--- src/rtl/asd_pkg.sv ---
// Shared types, constants and helpers of the accelerometer stillness detector.
package asd_pkg;

    // Design constants
    localparam int HISTORY_DEPTH = 4;
    localparam int CHANNELS      = 3;
    localparam int ADC_BITS      = 10;

    // Fixed field widths
    localparam int NUM_LANES  = 3;
    localparam int SAMPLE_W   = 10;
    localparam int SUM_W      = 18;
    localparam int ROUNDS_W   = 8;
    localparam int CFG_ADDR_W = 2;
    localparam int IN_DATA_W  = 32;
    localparam int OUT_DATA_W = 56;
    localparam int ADC_USE    = (ADC_BITS < SAMPLE_W) ? ADC_BITS : SAMPLE_W;

    localparam logic [SUM_W-1:0]    SUM_MAX      = {SUM_W{1'b1}};
    localparam logic [SUM_W-1:0]    TOL_RESET    = 18'd280;
    localparam logic [ROUNDS_W-1:0] ROUNDS_RESET = 8'd192;

    // Register indexes
    typedef enum logic [CFG_ADDR_W-1:0] {
        REG_TOLERANCE = 2'd0,
        REG_ROUNDS    = 2'd1
    } t_reg_idx;

    typedef logic [SUM_W-1:0]                   t_sum;
    typedef logic [NUM_LANES-1:0][SUM_W-1:0]    t_reading;
    typedef logic [NUM_LANES-1:0][SAMPLE_W-1:0] t_samples;

    // Accumulator status toward the top level
    typedef struct packed {
        logic     done;
        t_reading reading;
    } t_acc_status;

    // Keep the converter bits of a sample, zero-extended to sum width
    function automatic t_sum adc_value(input logic [SAMPLE_W-1:0] s);
        logic [SAMPLE_W-1:0] m;
        m = s & SAMPLE_W'((1 << ADC_USE) - 1);
        return {{(SUM_W-SAMPLE_W){1'b0}}, m};
    endfunction

endpackage

--- src/rtl/asd_accum.sv ---
// Per-channel running sums and the round counter that closes a reading.
module asd_accum
    import asd_pkg::*;
(
    input  logic                i_clk,
    input  logic                i_rst_n,
    input  logic                i_take,
    input  t_samples            i_samples,
    input  logic [ROUNDS_W-1:0] i_rounds,
    output t_acc_status         o_status
);

    logic [ROUNDS_W-1:0] r_count;
    logic [ROUNDS_W-1:0] n_count;
    t_reading            r_sums;
    t_reading            n_sums;
    logic                w_done;

    // Reading closes when the count wraps or reaches the configured rounds
    assign n_count = r_count + ROUNDS_W'(1);
    assign w_done  = (n_count == '0) || (n_count >= i_rounds);

    // Saturating add per lane; lanes past CHANNELS stay zero
    for (genvar c = 0; c < NUM_LANES; c++) begin : g_lane
        if (c < CHANNELS) begin : g_used
            logic [SUM_W:0] w_add;
            assign w_add     = {1'b0, r_sums[c]} + {1'b0, adc_value(i_samples[c])};
            assign n_sums[c] = w_add[SUM_W] ? SUM_MAX : w_add[SUM_W-1:0];
        end else begin : g_unused
            assign n_sums[c] = '0;
        end
    end

    assign o_status.done    = w_done;
    assign o_status.reading = n_sums;

    // Advance on every word; restart when a reading closes
    always_ff @(posedge i_clk) begin
        if (!i_rst_n) begin
            r_count <= '0;
            r_sums  <= '0;
        end else if (i_take) begin
            if (w_done) begin
                r_count <= '0;
                r_sums  <= '0;
            end else begin
                r_count <= n_count;
                r_sums  <= n_sums;
            end
        end
    end

endmodule

--- src/rtl/asd_hist_cell.sv ---
// One history entry: compares the new reading and shifts its entry onward.
module asd_hist_cell
    import asd_pkg::*;
(
    input  logic     i_clk,
    input  logic     i_rst_n,
    input  logic     i_shift,
    input  t_reading i_prev,
    input  t_reading i_reading,
    input  t_sum     i_tol,
    output t_reading o_entry,
    output logic     o_near
);

    t_reading               r_entry;
    logic [NUM_LANES-1:0]   w_lane_ok;

    // Absolute difference per lane against the tolerance
    always_comb begin
        for (int c = 0; c < NUM_LANES; c++) begin
            t_sum d;
            d = (r_entry[c] > i_reading[c]) ? (r_entry[c] - i_reading[c])
                                            : (i_reading[c] - r_entry[c]);
            w_lane_ok[c] = (d <= i_tol);
        end
    end

    assign o_near  = &w_lane_ok;
    assign o_entry = r_entry;

    // Take the neighbor's entry when a reading closes
    always_ff @(posedge i_clk) begin
        if (!i_rst_n) begin
            r_entry <= '0;
        end else if (i_shift) begin
            r_entry <= i_prev;
        end
    end

endmodule

--- src/rtl/accel_stillness_detector_core.sv ---
// Top level of the accelerometer stillness detector.
//
// Slave stream: one word per round of three ADC samples (x, y, z).
// Master stream: one word per completed reading, carrying the three sums
// and a still flag in tuser. Rounds that do not close a reading emit nothing.
// Config channel: index 0 sets the tolerance, index 1 the rounds per reading.
// Write only while the block is idle; o_cfg_ready is always high.
// Throughput: one input word per cycle while no closing round is held back
// by a stalled result. The accumulate, the compare across the chain of
// history cells and the shift all happen in the accepting cycle. A result
// reaches the output register in the cycle after its closing round is taken.
// Reset clears the sums, round count and history (all entries zero) and
// restores tolerance 280 and 192 rounds per reading.
// While the receiver stalls a pending result, rounds that do not close a
// reading are still taken; a closing round waits until the result drains.
module accel_stillness_detector_core
    import asd_pkg::*;
(
    input  logic                  i_clk,
    input  logic                  i_rst_n,
    // Config write channel
    input  logic                  i_cfg_valid,
    output logic                  o_cfg_ready,
    input  logic [CFG_ADDR_W-1:0] i_cfg_addr,
    input  logic [SUM_W-1:0]      i_cfg_data,
    // Input stream
    input  logic                  i_s_tvalid,
    output logic                  o_s_tready,
    input  logic [IN_DATA_W-1:0]  i_s_tdata,   // sample_x, sample_y, sample_z, pad
    // Output stream
    output logic                  o_m_tvalid,
    input  logic                  i_m_tready,
    output logic [OUT_DATA_W-1:0] o_m_tdata,   // sum_x, sum_y, sum_z, pad
    output logic [0:0]            o_m_tuser    // still
);

    t_sum                r_tol;
    logic [ROUNDS_W-1:0] r_rounds;
    logic                r_out_valid;
    t_reading            r_out_sums;
    logic                r_out_still;

    t_samples                 w_samples;
    t_acc_status              w_acc;
    logic                     w_take;
    logic                     w_shift;
    t_reading                 w_entry [HISTORY_DEPTH];
    logic [HISTORY_DEPTH-1:0] w_near;

    // Config registers
    assign o_cfg_ready = 1'b1;

    always_ff @(posedge i_clk) begin
        if (!i_rst_n) begin
            r_tol    <= TOL_RESET;
            r_rounds <= ROUNDS_RESET;
        end else if (i_cfg_valid) begin
            case (t_reg_idx'(i_cfg_addr))
                REG_TOLERANCE: r_tol    <= i_cfg_data;
                REG_ROUNDS:    r_rounds <= i_cfg_data[ROUNDS_W-1:0];
                default:       ;
            endcase
        end
    end

    // Unpack samples
    for (genvar c = 0; c < NUM_LANES; c++) begin : g_unpack
        assign w_samples[c] = i_s_tdata[c*SAMPLE_W +: SAMPLE_W];
    end

    // Hold closing words while a result waits
    assign o_s_tready = !r_out_valid || i_m_tready || !w_acc.done;
    assign w_take     = i_s_tvalid && o_s_tready;
    assign w_shift    = w_take && w_acc.done;

    asd_accum u_accum (
        .i_clk     (i_clk),
        .i_rst_n   (i_rst_n),
        .i_take    (w_take),
        .i_samples (w_samples),
        .i_rounds  (r_rounds),
        .o_status  (w_acc)
    );

    // Chain of history cells; the newest reading enters at the head
    for (genvar k = 0; k < HISTORY_DEPTH; k++) begin : g_cell
        t_reading w_prev;
        if (k == 0) begin : g_head
            assign w_prev = w_acc.reading;
        end else begin : g_body
            assign w_prev = w_entry[k-1];
        end

        asd_hist_cell u_cell (
            .i_clk     (i_clk),
            .i_rst_n   (i_rst_n),
            .i_shift   (w_shift),
            .i_prev    (w_prev),
            .i_reading (w_acc.reading),
            .i_tol     (r_tol),
            .o_entry   (w_entry[k]),
            .o_near    (w_near[k])
        );
    end

    // Output register
    always_ff @(posedge i_clk) begin
        if (!i_rst_n) begin
            r_out_valid <= 1'b0;
        end else if (w_shift) begin
            r_out_valid <= 1'b1;
        end else if (i_m_tready) begin
            r_out_valid <= 1'b0;
        end
    end

    always_ff @(posedge i_clk) begin
        if (w_shift) begin
            r_out_sums  <= w_acc.reading;
            r_out_still <= &w_near;
        end
    end

    assign o_m_tvalid = r_out_valid;
    assign o_m_tdata  = {{(OUT_DATA_W - NUM_LANES*SUM_W){1'b0}}, r_out_sums};
    assign o_m_tuser  = r_out_still;

endmodule

--- config.mk ---
export PLATFORM = sky130hd
export DESIGN_NAME = accel_stillness_detector_core
export DESIGN_NICKNAME = d
export VERILOG_FILES = /design/src/rtl/asd_pkg.sv /design/src/rtl/asd_accum.sv /design/src/rtl/asd_hist_cell.sv /design/src/rtl/accel_stillness_detector_core.sv
export SDC_FILE = /design/constraint.sdc
export NUM_CORES = 2
export LEC_CHECK = 0
export ABC_AREA = 1
export BUFFER_PORTS_ARGS = -buffer_cell sky130_fd_sc_hd__buf_2
export CAP_MARGIN = 20
export CORE_MARGIN = 10
export CORE_UTILIZATION = 55
export DETAILED_ROUTE_END_ITERATION = 10
export PLACE_DENSITY_LB_ADDON = 0.08
export SYNTH_ARGS = -nofsm -noshare
export SYNTH_HDL_FRONTEND = slang
export SYNTH_HIERARCHICAL = 1
export SYNTH_SLANG_ARGS = --single-unit
--- constraint.sdc ---
create_clock -name i_clk -period 4.48 [get_ports i_clk]
set_input_delay 0.448 -clock i_clk [delete_from_list [all_inputs] [get_ports i_clk]]
set_output_delay 0.448 -clock i_clk [all_outputs]
set_load 0.1 [all_outputs]
==> reports/qor.yml <==
routabilityCongestion: 1.04
clkTransAtPathRegs_ns: 0.07
cts_tree: "done"
finalHoldViolCount: 0
critical_path.startpoint_type: "flop"
grt_pass1_wl_um: 311000
rsz0062_at_grt: "true"
numCtsBuffers: 48
power.internal_mw: 13.7
status: "finished with violations"
power.share.sequential_pct: 13.0
clockPowerShare_pct: 15.8
drt_iter0_drc: 5439
cap_violations: 0
globalRouteOverflowTotal: 0
min_path_type: "in2reg"
cp.arrival_ns: 5.41
end_kind: "flop"
cpPeakStageDelay_ns: 0.36
hold_buffers: 0
finClkSkew_ns: 0.0488
ios: 117
grt_max_degree: 167
finalCritPeriodShare_pct: 109
netlist_instances: 8318
wire_per_inst_um: 18.9
pwr_density_cell_nw_per_um2: 388
slowest_stage: "ha_1"
core-area_um2: 88600
io_buffers: 111
irDropWorstVdd_mv: 0.345
ys_seq_area_share_pct: 15.7
grt_pass1_vias: 58000
synth.avg_cell_area_um2: 5.93
viasPerCell: 5.44
swShare_pct: 48.3
rows: 109
required_ns: 5.00
ys.flop_type: "dfxtp_1"
cts_root_buffer: "clkbuf_16"
cts_sinks: 360
setup_viol: 1
power_mw: 26.5
clock.fmax_ghz: 0.204
worstMarginPinSlew_ns: 1.05
hpwl_um: 160000
drv_slew: 0
worstPathMaxFanout: 6
antenna_found_initial: 12
async_flop_share_pct: 0
start_util_pct: 55.6
clockBufferDepth: 3
grt_usage_pct: 38.5
routed_wl_um: 208000
synth-edff-count: 55
first_pass_iters: 9
fin_crit_ns: 4.89
power_frac_comb_pct: 71.2
num_vias: 60100
clk_latency_ns: 0.67
areaGrowthSynthToFinish_pct: 38.6
violations: "negative setup slack"
ant_nets: 0
die_x_um: 319
final_cell_area_um2: 68300
drcViolationCount: 0
dieHeight_um: 319
stdcell_count: 11000
synth-seq-cells: 360
synth_area_um2: 49300
place_inst: 10800
die_area_um2: 102000
ys_warn_count: 6
leakage_nw: 37.4
dpl-instance-area_um2: 60800
cts_htree_levels: 2
crit_top_cell: "nand2_1"
hold_ws_ns: 0.0735
max_slew_margin_pct: 30.2
path_class: "reg2reg"
synth_cell_types: 53
p_sw_mw: 12.8
drive_gt1_share_pct: 27.8
finalWorstSetupSlack_ns: -0.412
fin_nets: 10600
-- worst paths after layout --
check / cells past startpoint / startpoint / slack [ns] / to
max: 38 / u_accum/r_sums[18] / -0.41 / o_m_tuser
min: 3 / i_cfg_data[5] / 0.07 / r_rounds[5]
max reg2reg: 38 / u_accum/r_sums[18] / -0.41 / o_m_tuser
min reg2reg: 2 / r_rounds[6] / 0.47 / r_rounds[6]
-- cells by family after synthesis --
group,Yosys count,share of synthesized area (%)
AOI/OAI and AO/OA,1155,12.7
xor gates and xnor gates,213,3.78
adders and majority gates,702,18.2
buffers and inverters,1796,14.6
DFF,360,15.7
other,2,0.0152
and+or+nand+nor,4090,35.0
-- layout make-up --
cell class                      count  area [um^2]
Clock inverter                     33          358
Sequential cell                   360         7780
Inverter                         1616         6110
Antenna cell                        5         12.5
Clock buffer                       56         1310
Timing Repair inverter              1         7.51
Tap cell                         1165         1460
Multi-Input combinational cell   6171        38500
Fill cell                        7082        20300
Timing Repair Buffer             1634        12700
-- flip-flops by register name, indices dropped and copies added (netlist names) --
signal and cells:
u_accum/r_count 8, g_cell.u_cell/o_entry 216, r_rounds 8, o_m_tdata 54, o_m_tvalid 1, o_m_tuser 1
u_accum/r_sums 54, r_tol 18
-- power groups by stage --
| stage | clock network [mW] | registers [mW] | logic [mW] |
|---|---|---|---|
| 6_report | 4.20 | 3.45 | 18.9 |
| 5_1_grt | 4.35 | 3.45 | 20.7 |
| 4_1_cts | 4.23 | 3.44 | 17.5 |
| 3_5_place_dp | 0 | 3.50 | 16.2 |
| 3_3_place_gp | 0 | 3.49 | 15.8 |
| 2_1_floorplan | 0 | 3.48 | 9.91 |
-- through the flow --
step                      worst slack (ns)  utilization [%]  TNS, ns
final                               -0.412             77.1   -0.412
after global routing                -0.664             77.1   -0.664
after CTS                           -0.217             74.8   -0.217
after detailed placement             -1.24             68.6    -1.24
after global placement               -1.18             68.6    -1.18
after floorplan                     0.0237                -        0
-- placed cells by master (no fill, tap or decap), drive strengths merged --
| master | n |
|---|---|
| and2 | 11 |
| nor2b | 1 |
| or2 | 21 |
| fa | 27 |
| nand3b | 17 |
| inv | 1614 |
| a21o | 4 |
| xor2 | 187 |
| clkbuf | 56 |
| edfxtp | 55 |
| o21bai | 29 |
| clkinv | 20 |
| a21oi | 683 |
| diode | 5 |
| nand3 | 570 |
| nor2 | 460 |
| dfxtp | 305 |
| nand2 | 2853 |
| bufinv | 5 |
| nor4 | 1 |
| o21ai | 413 |
| a21boi | 3 |
| nor3 | 70 |
| and3 | 10 |
| conb | 3 |
| ha | 675 |
| nand4 | 83 |
| o21a | 22 |
| buf | 1634 |
| xnor2 | 26 |
| o2bb2ai | 1 |
| clkinvlp | 11 |
| o22ai | 1 |
-- metal layers --
layer	up-vias	GRT usage, %	routed length [um]
met3	874	10.2	20100
met2	2641	63.4	92800
met4	18	27.9	18300
met5	-	0	228
li1	29000	-	-
met1	27500	42.7	76900
-- synth_stat cells, types with 4 or more instances --
master       n  area [um^2]
nand2_4     13          146
a21oi_1    664         3320
edfxtp_1    55         1650
a21oi_4      7          114
a21o_1       4         30.0
fa_1        27          541
buf_8        4         60.1
nand2_1   2771        10400
nor3_4       6         97.6
xnor2_1     26          228
a21oi_2     11         96.3
o21ai_1     33          165
inv_2       18         67.6
nor2_4      12          135
and2_1      10         62.6
nor2_1     427         1600
nand4_1     82          513
buf_6       29          327
inv_1     1597         5990
or2_2       14         87.6
clkbuf_2     7         35.0
o21bai_1    29          218
o21ai_0    328         1640
buf_2       42          210
nor3_1      59          295
o21ai_2     52          455
o21a_1      22          165
nor2_2      20          125
dfxtp_1    305         6110
nor3_2       5         50.1
clkbuf_1    76          285
nand3_2     35          350
ha_1       675         8450
nand3_1    534         2670
nand3b_1    17          128
buf_4       16          120
nand2_2     63          394
and3_1      10         62.6
or2_1        6         37.5
xor2_1     187         1640
-- what timing repair did --
| action | 4_1_cts | 5_1_grt |
|---|---|---|
| gates resized for setup | 583 | 397 |
| buffers inserted | 124 | 28 |
| pin swaps | 193 | 159 |
| cloned | 7 | 4 |
| endpoints found under the setup margin | 1 | 1 |
-- worst max-delay path: cells and delay by family, from the launching register on --
family | cells | cell delay, ns
simple gates | 25 | 2.26
fa+ha+maj | 4 | 1.13
buf+inv | 8 | 0.75
flops | 1 | 0.35
compound gates | 1 | 0.24
No activity file was read; power rests on OpenSTA's default activity.
